===== config.mk =====
export PLATFORM = sky130hd
export DESIGN_NAME = pedal_sensor_plausibility_monitor
export DESIGN_NICKNAME = d
export VERILOG_FILES = /design/src/hdl/pspm_pkg.sv /design/src/hdl/pedal_sensor_plausibility_monitor.sv
export SDC_FILE = /design/constraint.sdc
export NUM_CORES = 1
export LEC_CHECK = 0
export ABC_AREA = 1
export BUFFER_PORTS_ARGS = -buffer_cell sky130_fd_sc_hd__buf_2
export CORE_ASPECT_RATIO = 1.75
export CORE_MARGIN = 2
export CORE_UTILIZATION = 35
export CTS_BUF_LIST = sky130_fd_sc_hd__clkbuf_4
export DETAILED_ROUTE_END_ITERATION = 12
export PLACE_DENSITY_LB_ADDON = 0.3
export SLEW_MARGIN = 20
export SYNTH_ARGS = -nofsm -noshare
export SYNTH_HDL_FRONTEND = slang
export SYNTH_SLANG_ARGS = --single-unit

===== constraint.sdc =====
create_clock -name clk -period 9.7 [get_ports clk]
set_input_delay 0.97 -clock clk [delete_from_list [all_inputs] [get_ports clk]]
set_output_delay 0.97 -clock clk [all_outputs]
set_load 0.005 [all_outputs]

===== src/hdl/pspm_pkg.sv =====
// Shared types and constants for the pedal sensor plausibility monitor.
// Holds the item structs, operation and channel codes, and register defaults.
// No dependencies.
package pspm_pkg;

	localparam int PEDAL_W    = 12;
	localparam int THROTTLE_W = 16;
	localparam int TIME_W     = 32;
	localparam int TPS_SUM_W  = 17;
	localparam int APPS_SUM_W = 13;
	localparam int DELAY_W    = 16;
	localparam int CFG_DATA_W = 17;
	localparam int CFG_IDX_W  = 3;
	localparam int NUM_CHECKS = 4;
	localparam int NUM_CH     = 5;

	// Operation codes of an input item.
	localparam logic [1:0] OP_EVAL     = 2'd0;
	localparam logic [1:0] OP_THROTTLE = 2'd1;
	localparam logic [1:0] OP_MODE     = 2'd2;

	// Result channels.
	localparam logic [2:0] CH_TPS   = 3'd0;
	localparam logic [2:0] CH_APPS  = 3'd1;
	localparam logic [2:0] CH_TRACK = 3'd2;
	localparam logic [2:0] CH_MODE  = 3'd3;
	localparam logic [2:0] CH_TELEM = 3'd4;

	// Configuration register indexes.
	localparam logic [CFG_IDX_W-1:0] REG_TPS_SUM_LOW   = 3'd0;
	localparam logic [CFG_IDX_W-1:0] REG_TPS_SUM_HIGH  = 3'd1;
	localparam logic [CFG_IDX_W-1:0] REG_APPS_SUM_LOW  = 3'd2;
	localparam logic [CFG_IDX_W-1:0] REG_APPS_SUM_HIGH = 3'd3;
	localparam logic [CFG_IDX_W-1:0] REG_SUM_DELAY     = 3'd4;
	localparam logic [CFG_IDX_W-1:0] REG_TRACK_DELAY   = 3'd5;
	localparam logic [CFG_IDX_W-1:0] REG_MODE_DELAY    = 3'd6;
	localparam logic [CFG_IDX_W-1:0] REG_TRACK_ENABLE  = 3'd7;

	// Register reset values.
	localparam logic [TPS_SUM_W-1:0]  TPS_SUM_LOW_RST   = 17'd950;
	localparam logic [TPS_SUM_W-1:0]  TPS_SUM_HIGH_RST  = 17'd1050;
	localparam logic [APPS_SUM_W-1:0] APPS_SUM_LOW_RST  = 13'd3895;
	localparam logic [APPS_SUM_W-1:0] APPS_SUM_HIGH_RST = 13'd4305;
	localparam logic [DELAY_W-1:0]    SUM_DELAY_RST     = 16'd150;
	localparam logic [DELAY_W-1:0]    TRACK_DELAY_RST   = 16'd750;
	localparam logic [DELAY_W-1:0]    MODE_DELAY_RST    = 16'd1500;

	// Fixed thresholds.
	localparam logic [THROTTLE_W-1:0] IDLE_LOW     = 16'd66;
	localparam logic [THROTTLE_W-1:0] IDLE_HIGH    = 16'd74;
	localparam logic [THROTTLE_W-1:0] TRACK_TOL    = 16'd50;
	localparam logic [TIME_W-1:0]     TELEM_GAP    = 32'd8;
	localparam logic [7:0]            MODE_ARM_VAL = 8'd1;

	typedef struct packed {
		logic [1:0]            op;
		logic [TIME_W-1:0]     now_ms;
		logic [PEDAL_W-1:0]    pedal_a;
		logic [PEDAL_W-1:0]    pedal_b;
		logic [THROTTLE_W-1:0] throttle_a;
		logic [THROTTLE_W-1:0] throttle_b;
		logic [THROTTLE_W-1:0] throttle_target;
		logic [7:0]            mode_value;
	} pspm_in_t;

	typedef struct packed {
		logic [2:0]         channel;
		logic               fault;
		logic [PEDAL_W-1:0] sample_a;
		logic [PEDAL_W-1:0] sample_b;
		logic               last;
	} pspm_out_t;

endpackage


===== src/hdl/pedal_sensor_plausibility_monitor.sv =====
// An evaluate item passes the input register and then the result register before the
// first result of its pass is valid; it waits in the input register while results drain.
// Throttle and mode frames produce no results and do not wait for them; an evaluate pass
// yields k results (0 to 5), one result delivered per cycle by the output register
// while out_ready is high.
// Reset (arst_n low, asynchronous) clears all check state and loads the
// register defaults; no clearing pass is needed.
module pedal_sensor_plausibility_monitor
	import pspm_pkg::*;
#(
	parameter int REPEAT_LIMIT = 3,
	parameter int SAMPLE_BITS  = 12
) (
	input  logic                 clk,
	input  logic                 arst_n,
	input  logic                 in_valid,
	output logic                 in_ready,
	input  pspm_in_t             in_item,
	output logic                 out_valid,
	input  logic                 out_ready,
	output pspm_out_t            out_item,
	input  logic                 write_enable,
	input  logic [CFG_IDX_W-1:0] register_index,
	input  logic [CFG_DATA_W-1:0] write_data
);

	localparam int CNT_W = $clog2(REPEAT_LIMIT + 1);
	localparam logic [CNT_W-1:0] LIMIT = CNT_W'(REPEAT_LIMIT);
	localparam int SMW = (SAMPLE_BITS < PEDAL_W) ? SAMPLE_BITS : PEDAL_W;
	localparam logic [PEDAL_W-1:0] SAMPLE_MASK = PEDAL_W'((64'd1 << SMW) - 64'd1);

	// Configuration registers.
	logic [TPS_SUM_W-1:0]  tps_sum_low_q, tps_sum_high_q;
	logic [APPS_SUM_W-1:0] apps_sum_low_q, apps_sum_high_q;
	logic [DELAY_W-1:0]    sum_delay_q, track_delay_q, mode_delay_q;
	logic                  track_enable_q;

	// Check state.
	logic [THROTTLE_W-1:0] throttle_a_q, throttle_b_q, throttle_target_q;
	logic                  throttle_seen_q;
	logic [7:0]            mode_request_q;
	logic [TIME_W-1:0]     start_q [NUM_CHECKS];
	logic [TIME_W-1:0]     start_d [NUM_CHECKS];
	logic [NUM_CHECKS-1:0] pend_q, pend_d, rep_q, rep_d;
	logic [CNT_W-1:0]      raise_q [NUM_CHECKS];
	logic [CNT_W-1:0]      raise_d [NUM_CHECKS];
	logic [CNT_W-1:0]      clr_q [NUM_CHECKS];
	logic [CNT_W-1:0]      clr_d [NUM_CHECKS];
	logic [TIME_W-1:0]     recover_q, recover_d;
	logic [TIME_W-1:0]     telem_q;

	// Input stage and result stage.
	logic                  valid_s1;
	pspm_in_t              item_s1;
	logic [NUM_CH-1:0]     mask_s2;
	logic [NUM_CHECKS-1:0] fault_s2;
	logic [PEDAL_W-1:0]    sample_a_s2, sample_b_s2;

	logic                  is_eval, go, go_eval, drain;
	logic [NUM_CH-1:0]     mask_after, new_mask;
	logic [NUM_CHECKS-1:0] new_fault, bad, good;
	logic [DELAY_W-1:0]    delay [NUM_CHECKS];
	logic                  mode_good, mode_clear, telem_due;
	logic [PEDAL_W-1:0]    pa, pb;
	logic [TPS_SUM_W-1:0]  tps_sum;
	logic [APPS_SUM_W-1:0] apps_sum;
	logic [THROTTLE_W-1:0] track_diff;
	logic [TIME_W-1:0]     now;
	logic                  mode_armed;
	logic [2:0]            sel;

	// Handshake control. Frames never produce results, so they pass while
	// earlier results still drain; an evaluate pass waits for a free result stage.
	assign drain      = out_valid & out_ready;
	assign mask_after = drain ? (mask_s2 & (mask_s2 - 1'b1)) : mask_s2;
	assign is_eval    = (item_s1.op == OP_EVAL);
	assign go         = valid_s1 & (!is_eval | (mask_after == '0));
	assign go_eval    = go & is_eval;
	assign in_ready   = !valid_s1 | go;

	// Check conditions.
	assign now        = item_s1.now_ms;
	assign pa         = item_s1.pedal_a & SAMPLE_MASK;
	assign pb         = item_s1.pedal_b & SAMPLE_MASK;
	assign tps_sum    = {1'b0, throttle_a_q} + {1'b0, throttle_b_q};
	assign apps_sum   = {1'b0, pa} + {1'b0, pb};
	assign track_diff = (throttle_target_q >= throttle_a_q) ?
		(throttle_target_q - throttle_a_q) : (throttle_a_q - throttle_target_q);
	assign mode_armed = (mode_request_q == MODE_ARM_VAL);

	always_comb begin
		bad[0]  = throttle_seen_q & ((tps_sum > tps_sum_high_q) | (tps_sum < tps_sum_low_q));
		good[0] = throttle_seen_q & (tps_sum < tps_sum_high_q) & (tps_sum > tps_sum_low_q);
		bad[1]  = (apps_sum > apps_sum_high_q) | (apps_sum < apps_sum_low_q);
		good[1] = (apps_sum < apps_sum_high_q) & (apps_sum > apps_sum_low_q);
		bad[2]  = track_enable_q & (track_diff > TRACK_TOL);
		good[2] = track_enable_q & (track_diff < TRACK_TOL);
		bad[3]  = mode_armed & ((throttle_a_q < IDLE_LOW) | (throttle_a_q > IDLE_HIGH));
		// The idle check has its own recovery path below.
		good[3] = 1'b0;
		delay[0] = sum_delay_q;
		delay[1] = sum_delay_q;
		delay[2] = track_delay_q;
		delay[3] = mode_delay_q;
	end

	assign mode_good = mode_armed & (throttle_a_q > IDLE_LOW) & (throttle_a_q < IDLE_HIGH);
	assign telem_due = ((now - telem_q) > TELEM_GAP);

	always_comb begin
		pend_d     = pend_q;
		rep_d      = rep_q;
		start_d    = start_q;
		raise_d    = raise_q;
		clr_d      = clr_q;
		recover_d  = recover_q;
		new_mask   = '0;
		new_fault  = '0;
		mode_clear = 1'b0;
		for (int c = 0; c < NUM_CHECKS; c++) begin
			if (bad[c]) begin
				if (!pend_q[c]) begin
					start_d[c] = now;
					pend_d[c]  = 1'b1;
					clr_d[c]   = '0;
				end
				// A freshly armed timer has zero elapsed time and cannot raise yet.
				if (pend_q[c] && ((now - start_q[c]) > TIME_W'(delay[c])) &&
					(raise_q[c] < LIMIT)) begin
					rep_d[c]     = 1'b1;
					raise_d[c]   = CNT_W'(raise_q[c] + 1'b1);
					new_mask[c]  = 1'b1;
					new_fault[c] = 1'b1;
				end
			end else if (good[c] && pend_q[c]) begin
				pend_d[c]  = 1'b0;
				raise_d[c] = '0;
				if (rep_q[c] && (clr_q[c] < LIMIT)) begin
					rep_d[c]    = 1'b0;
					clr_d[c]    = CNT_W'(clr_q[c] + 1'b1);
					new_mask[c] = 1'b1;
				end
			end
		end
		// Idle recovery may clear even without an earlier raise.
		if (mode_good) begin
			if (pend_q[3]) begin
				pend_d[3]  = 1'b0;
				recover_d  = now;
				raise_d[3] = '0;
			end
			if (!pend_q[3] && ((now - recover_q) > TIME_W'(mode_delay_q)) &&
				(clr_q[3] < LIMIT)) begin
				rep_d[3]    = 1'b0;
				clr_d[3]    = CNT_W'(clr_q[3] + 1'b1);
				mode_clear  = 1'b1;
				new_mask[3] = 1'b1;
			end
		end
		new_mask[CH_TELEM] = telem_due;
	end

	// Configuration registers.
	always_ff @(posedge clk or negedge arst_n) begin
		if (!arst_n) begin
			tps_sum_low_q   <= TPS_SUM_LOW_RST;
			tps_sum_high_q  <= TPS_SUM_HIGH_RST;
			apps_sum_low_q  <= APPS_SUM_LOW_RST;
			apps_sum_high_q <= APPS_SUM_HIGH_RST;
			sum_delay_q     <= SUM_DELAY_RST;
			track_delay_q   <= TRACK_DELAY_RST;
			mode_delay_q    <= MODE_DELAY_RST;
			track_enable_q  <= 1'b0;
		end else if (write_enable) begin
			case (register_index)
				REG_TPS_SUM_LOW:   tps_sum_low_q   <= write_data;
				REG_TPS_SUM_HIGH:  tps_sum_high_q  <= write_data;
				REG_APPS_SUM_LOW:  apps_sum_low_q  <= write_data[APPS_SUM_W-1:0];
				REG_APPS_SUM_HIGH: apps_sum_high_q <= write_data[APPS_SUM_W-1:0];
				REG_SUM_DELAY:     sum_delay_q     <= write_data[DELAY_W-1:0];
				REG_TRACK_DELAY:   track_delay_q   <= write_data[DELAY_W-1:0];
				REG_MODE_DELAY:    mode_delay_q    <= write_data[DELAY_W-1:0];
				REG_TRACK_ENABLE:  track_enable_q  <= write_data[0];
				default: ;
			endcase
		end
	end

	// Input register.
	always_ff @(posedge clk or negedge arst_n) begin
		if (!arst_n) begin
			valid_s1 <= 1'b0;
		end else if (in_ready) begin
			valid_s1 <= in_valid;
		end
	end

	always_ff @(posedge clk) begin
		if (in_ready && in_valid) begin
			item_s1 <= in_item;
		end
	end

	// Check state.
	always_ff @(posedge clk or negedge arst_n) begin
		if (!arst_n) begin
			throttle_a_q      <= '0;
			throttle_b_q      <= '0;
			throttle_target_q <= '0;
			throttle_seen_q   <= 1'b0;
			mode_request_q    <= '0;
			pend_q            <= '0;
			rep_q             <= '0;
			recover_q         <= '0;
			telem_q           <= '0;
			for (int c = 0; c < NUM_CHECKS; c++) begin
				start_q[c] <= '0;
				raise_q[c] <= '0;
				clr_q[c]   <= '0;
			end
		end else if (go) begin
			if (item_s1.op == OP_THROTTLE) begin
				throttle_a_q      <= item_s1.throttle_a;
				throttle_b_q      <= item_s1.throttle_b;
				throttle_target_q <= item_s1.throttle_target;
				throttle_seen_q   <= 1'b1;
			end else if (item_s1.op == OP_MODE) begin
				mode_request_q <= item_s1.mode_value;
			end else if (is_eval) begin
				pend_q    <= pend_d;
				rep_q     <= rep_d;
				recover_q <= recover_d;
				start_q   <= start_d;
				raise_q   <= raise_d;
				clr_q     <= clr_d;
				if (mode_clear) begin
					mode_request_q <= '0;
				end
				if (telem_due) begin
					telem_q <= now;
				end
			end
		end
	end

	// Result register: one bit per pending result, drained lowest channel first.
	always_ff @(posedge clk or negedge arst_n) begin
		if (!arst_n) begin
			mask_s2 <= '0;
		end else begin
			mask_s2 <= go_eval ? new_mask : mask_after;
		end
	end

	always_ff @(posedge clk) begin
		if (go_eval) begin
			fault_s2    <= new_fault;
			sample_a_s2 <= pa;
			sample_b_s2 <= pb;
		end
	end

	always_comb begin
		sel = CH_TELEM;
		for (int c = NUM_CH - 1; c >= 0; c--) begin
			if (mask_s2[c]) begin
				sel = 3'(c);
			end
		end
	end

	assign out_valid         = (mask_s2 != '0);
	assign out_item.channel  = sel;
	assign out_item.fault    = (sel == CH_TELEM) ? 1'b0 : fault_s2[sel[1:0]];
	assign out_item.sample_a = (sel == CH_TELEM) ? sample_a_s2 : '0;
	assign out_item.sample_b = (sel == CH_TELEM) ? sample_b_s2 : '0;
	assign out_item.last     = $onehot(mask_s2);

endmodule


Word level (Yosys, flattened, before mapping)
Cells that the tools add are included.
{ "classes": {"n_addsub": 23, "mul": 0, "div_mod_pow": 0, "order_cmp": 30, "eq_ne": 18, "shift": 0, "mux": 83, "bitwise_logic": 24, "n_reduce_logical": 61} }
{ "op_table": {"columns": ["operator", "count"], "rows": [
  ["$sub 32x32->32", 6],
  ["$gt 32x16->1", 5],
  ["$mux 2", 29],
  ["$reduce_and 6->1", 8],
  ["$reduce_and 7->1", 6],
  ["$mux 1", 41],
  ["$gt 17x17->1", 2],
  ["$lt 17x17->1", 2],
  ["$gt 16x7->1 const B", 2],
  ["$gt 32x4->1 const B", 1],
  ["$lt 16x7->1 const B", 2],
  ["$sub 16x16->16", 2],
  ["$gt 13x13->1", 2],
  ["$lt 13x13->1", 2],
  ["$mux 12", 2],
  ["$mux 8", 3],
  ["$reduce_and 5->1", 4],
  ["$reduce_and 2->1", 9],
  ["$add 16x16->17", 1],
  ["$logic_and 1x1->1", 17],
  ["$add 2x1->2 const B", 8],
  ["$ge 16x16->1", 1],
  ["$gt 16x6->1 const B", 1],
  ["$lt 16x6->1 const B", 1],
  ["other kinds (30)", 82]
]} }
{ "totals": {"register_bits": 529, "latchBits": 0, "mem_bits_rw": 0, "mem_bits_ro": 0, "in_bits": 139, "out_inout_bits": 31, "elab_cells": 289, "mem_count": 0} }

Depth between registers and ports, before layout
{ "depth": {"word_depth": 9, "mapped_depth": 28, "mapped_depth_nobuf": 28} }

Worst setup path after synthesis
Ideal clock, no wire load.
{ "synth_timing": {"kind": "input to register", "from": "in out_ready", "to": "reg item_s1[0] in the netlist's numbering (enable)", "setup_time_ns": 0.467, "arrival_time_ns": 3.928, "required_ns": 9.233, "path_slack_ns": 5.305, "stages": 6, "path_buffers": 0, "cell_sequence": "nand2_1 -> o21ai_0 -> nand2_1 -> o211ai_1 -> nand2_1 -> inv_1"} }
{ "synth_via": {"elab_chain_cells": 7} }
{ "synth_rtl": {"columns": ["item", "line_no", "rtl"], "rows": [
  ["start: declaration", "pedal_sensor_plausibility_monitor.sv:20", "input logic out_ready,"],
  ["$and 1x1->1", "pedal_sensor_plausibility_monitor.sv:74", "assign drain = out_valid & out_ready;"],
  ["$mux 5", "pedal_sensor_plausibility_monitor.sv:75", "assign mask_after = drain ? (mask_s2 & (mask_s2 - 1'b1)) : mask_s2;"],
  ["$logic_not 5->1", "pedal_sensor_plausibility_monitor.sv:77", "assign go = valid_s1 & (!is_eval | (mask_after == '0));"],
  ["$or 1x1->1", "pedal_sensor_plausibility_monitor.sv:77", null],
  ["$and 1x1->1", "pedal_sensor_plausibility_monitor.sv:77", null],
  ["$or 1x1->1", "pedal_sensor_plausibility_monitor.sv:79", "assign in_ready = !valid_s1 | go;"],
  ["net in_ready", "pedal_sensor_plausibility_monitor.sv:17", "output logic in_ready,"],
  ["$logic_and 1x1->1", "pedal_sensor_plausibility_monitor.sv:199", "if (in_ready && in_valid) begin"],
  ["end signal: assignment", "pedal_sensor_plausibility_monitor.sv:200", "item_s1 <= in_item;"],
  ["end: declaration", "pedal_sensor_plausibility_monitor.sv:54", "pspm_in_t item_s1;"]
]} }
The timed path passes the listed nets, and every way through them passes these cells.
A chain may end at the register's enable or synchronous reset.

Worst setup path in the final report
{ "layout_timing": {"from": "reg throttle_a_q[1]", "to": "reg start_q[125] in the netlist's numbering"} }
{ "layout_via": {"elab_chain_cells": 5, "word_cells_on_any_way": 6, "classes_between": "1 x add/sub; 2 x order compare; 2 x bitwise; 1 x reduce/logical"} }
{ "layout_rtl": {"columns": ["item", "line_no", "rtl"], "rows": [
  ["start: declaration", "pedal_sensor_plausibility_monitor.sv:39", "logic [THROTTLE_W-1:0] throttle_a_q, throttle_b_q, throttle_target_q;"],
  ["start signal: assignment", "pedal_sensor_plausibility_monitor.sv:223", "throttle_a_q <= item_s1.throttle_a;"],
  ["$add 16x16->17 *", "pedal_sensor_plausibility_monitor.sv:85", "assign tps_sum = {1'b0, throttle_a_q} + {1'b0, throttle_b_q};"],
  ["$gt 17x17->1 / $lt 17x17->1 (equally long branches)", "pedal_sensor_plausibility_monitor.sv:92", "bad[0] = throttle_seen_q & ((tps_sum > tps_sum_high_q) | (tps_sum < tps_sum_low_q));"],
  ["$or 1x1->1 *", "pedal_sensor_plausibility_monitor.sv:92", null],
  ["$and 1x1->1 *", "pedal_sensor_plausibility_monitor.sv:92", null],
  ["$reduce_and 6->1 (no source line) *", null, null],
  ["end signal: assignment", "pedal_sensor_plausibility_monitor.sv:233", "start_q <= start_d;"],
  ["end: declaration", "pedal_sensor_plausibility_monitor.sv:42", "logic [TIME_W-1:0] start_q [NUM_CHECKS];"]
]} }
Every way passes the cells marked *; elsewhere a longest branch is shown, timed or not.

==> impl_metrics.ini <==
[worst_setup_path]
slowest_delay_ps = 490
crit_family = compound AO/OA/AOI/OAI gates
cp-end-kind = flip-flop
arrival_ps = 5980
r2r_setup_slack_ps = 4680
worst_r2r_endpoint = start_q[125]
crit_type = reg2reg
cpMaxStageDelayCell = fa_1
crit_path_start_kind = flip-flop
cp_max_fo = 64
worstPathRequired_ps = 10660
cp_common_cell = nand2_1
critical_path_buf_inv_count = 4
timing.rr.start = throttle_a_q[1]
ff2ff_path_depth = 25

[sta]
drv_slew = 0
hold_violations = 0
tightest_slew_ps = 1060
relSlewSlack_pct = 29.0
rsz0062_at_grt = no
setup_viol = 0
tns_ps = 0
timing.fmax_mhz = 199
period_share_pct = 51.7
skew_ps = 104
timing.hold.ws_ps = 124
fin_crit_ps = 5020

[die]
die_width_um = 258
start_util_pct = 35.1
io_pins = 170
die_area_um2 = 116000
core_region_area_um2 = 112000
fp.dieH_um = 448
rows = 163

[synthesis]
synth.yosys.warnings = 0
ys_ff_latch = 529
synthesis.area_um2 = 39500
synth_ff_type = dfrtp_1
synth.distinct_cells = 61
ys_seq_area_share_pct = 35.5
synth_nets = 5990
syn_inst = 5440
syn_area_per_cell_um2 = 7.26
async_flop_share_pct = 73.2
synth-edff-count = 142

[pwr]
intPower_w = 0.00724
power.leakage_nw = 22.8
pwr-share-clk_pct = 14.8
cellPowerDensity_nw_per_um2 = 326
p_seq_share_pct = 22.5
vdd_ir_drop_max_mv = 0.171
combinationalPowerShare_pct = 62.7
netSwitchingFraction_pct = 50.8
p_sw_w = 0.00748
total_power_w = 0.0147

[clock_network]
post_cts_buffers = 0
cts_tree = done
cts_resized = 0
numClockSinks = 529
clockRootBuffer = clkbuf_4
h-tree-depth = 4
clk_latency_ps = 1150
numCtsBuffers = 143
cts_hold_buf = 112
cts_max_path_buffers = 3
path_clk_slew_ps = 60

[placement]
gp_congestion = 1.01
place_area_um2 = 42100
dp_hpwl_mm = 113
portBuffers = 169

[global_route]
grt_max_degree = 81
grt-ovfl-total = 0
track_usage_pct = 24.6
grt_pass1_vias = 37974
antenna_found_initial = 2
grt_first_pass_wirelength_mm = 214

[drt]
drt_iter0_markers = 1886
postRouteAntennaNets = 0
wire_per_inst_um = 19.0
drc = 0
dr.pass1.iters = 8
num_vias = 37053
avgViaCountPerCell = 4.99
drt-total-wl_mm = 142

[worst_hold_path]
min-delay-start = in_item[22]
hold_path.class = in2reg
holdPathEnd = item_s1[22]
holdPathStages = 1

[layout]
nFillCells = 11746
regArea_um2 = 14000
layout_common_cells = 1,573 x nand2_1, 869 x inv_1, 460 x nor2_1, 399 x ha_1, 358 x o21ai_0
nets = 6373
mostFrequentLayoutCell = nand2_1
final_area_um2 = 45200
layout-drive-gt1-share_pct = 9.76
multi_input_area_um2 = 21800
syn_to_final_growth_pct = 14.4

[run_status]
status = finished clean

[flow_run]
maxCapViolCount = 0
## logic make-up (layout without fill, tap and decap cells)
family	after synthesis	after routing	synth area share [%]
compound gates	879	879	12.2
xor+xnor	134	134	2.97
fa+ha+maj	411	411	13.3
buf+inv	954	1454	9.33
flops	529	529	35.5
mux	16	16	0.456
other cells	0	5	0
simple gates	2517	2517	26.4
## Yosys cell counts, types with 46 or more instances
library cell / n / area, um2
nor2_1: 460 / 1730
a21oi_1: 354 / 1770
inv_1: 870 / 3270
ha_1: 399 / 4990
clkbuf_1: 46 / 173
dfrtp_1: 344 / 8610
edfxtp_1: 142 / 4260
nor3_1: 56 / 280
nand3_1: 247 / 1240
nand2_1: 1578 / 5920
o21ai_0: 358 / 1790
xor2_1: 98 / 858
nand4_1: 91 / 569
## worst register-to-register path, cell delays in order, from the launching register on
cell and delay, ps:
dfrtp_1 460, inv_1 190, fa_1 490, nor2_1 150, nor2_1 90, o221ai_1 430
a21o_1 190, a21oi_1 80, o21ai_0 260, a31oi_1 160, xnor2_1 190, ha_1 330
nand2_1 60, nor2_1 110, nand2_1 70, inv_1 70, nand4_1 70, nand3_1 120
o31ai_1 80, nand2_1 70, nand2_1 170, inv_1 120, nand2_1 110, nor2_4 140
buf_4 490, o21ai_0 190
## sequential cells by signal, indices dropped and copies added (netlist names), 13 cells and up
name	flops
throttle_target_q	16
start_q	128
sum_delay_q	16
apps_sum_high_q	13
recover_q	32
throttle_b_q	16
telem_q	32
apps_sum_low_q	13
tps_sum_high_q	17
mode_delay_q	16
track_delay_q	16
tps_sum_low_q	17
throttle_a_q	16
now	32
item_s1	58
## final cells by class
type                       instances  area share (%)
clock buffer                     206            3.42
antenna                            5          0.0277
timing repair buffer             316            4.98
clock inverter                    56           0.853
tap                             1485            4.11
inverter                         876            7.29
multi-input combinational       3957            48.3
sequential                       529            31.0
## through the flow
step	utilization [%]	setup WS, ps	instances
2_1_floorplan	-	5300	5440
3_3_place_gp	37.4	4600	7050
3_5_place_dp	37.4	4630	7050
4_1_cts	40.2	4630	7424
5_1_grt	40.2	4020	7430
6_report	40.2	4680	7430
## how the worst max path moves through the flow
stage | slack (ps) | depth (start not counted) | from | endpoint
floorplan | 5300 | 6 | out_ready | item_s1[0]
global route | 4020 | 26 | throttle_a_q[1] | start_q[106]
finish | 4680 | 25 | throttle_a_q[1] | start_q[125]
detailed placement | 4630 | 25 | throttle_a_q[1] | start_q[119]
CTS | 4630 | 25 | throttle_a_q[1] | start_q[125]
global placement | 4600 | 25 | throttle_a_q[1] | start_q[125]
## power groups by stage
stage	Combinational, W	Sequential, W	Clock [W]
after global placement	0.00904	0.00334	0
final	0.00923	0.00332	0.00217
after detailed placement	0.00913	0.00335	0
after floorplan	0.00658	0.00323	0
after global routing	0.0105	0.00339	0.00237
after CTS	0.00922	0.00332	0.00226
## metal layers
layer	wire [um]	share of wire (%)	vias up	global-route usage (%)
met5	0	0	-	0
met4	13400	9.5	0	20.7
met2	73300	52	1013	46.0
li1	-	-	18481	-
met3	5750	4.1	465	4.46
met1	49000	35	17094	23.0
(Power assumes the default switching activity.)
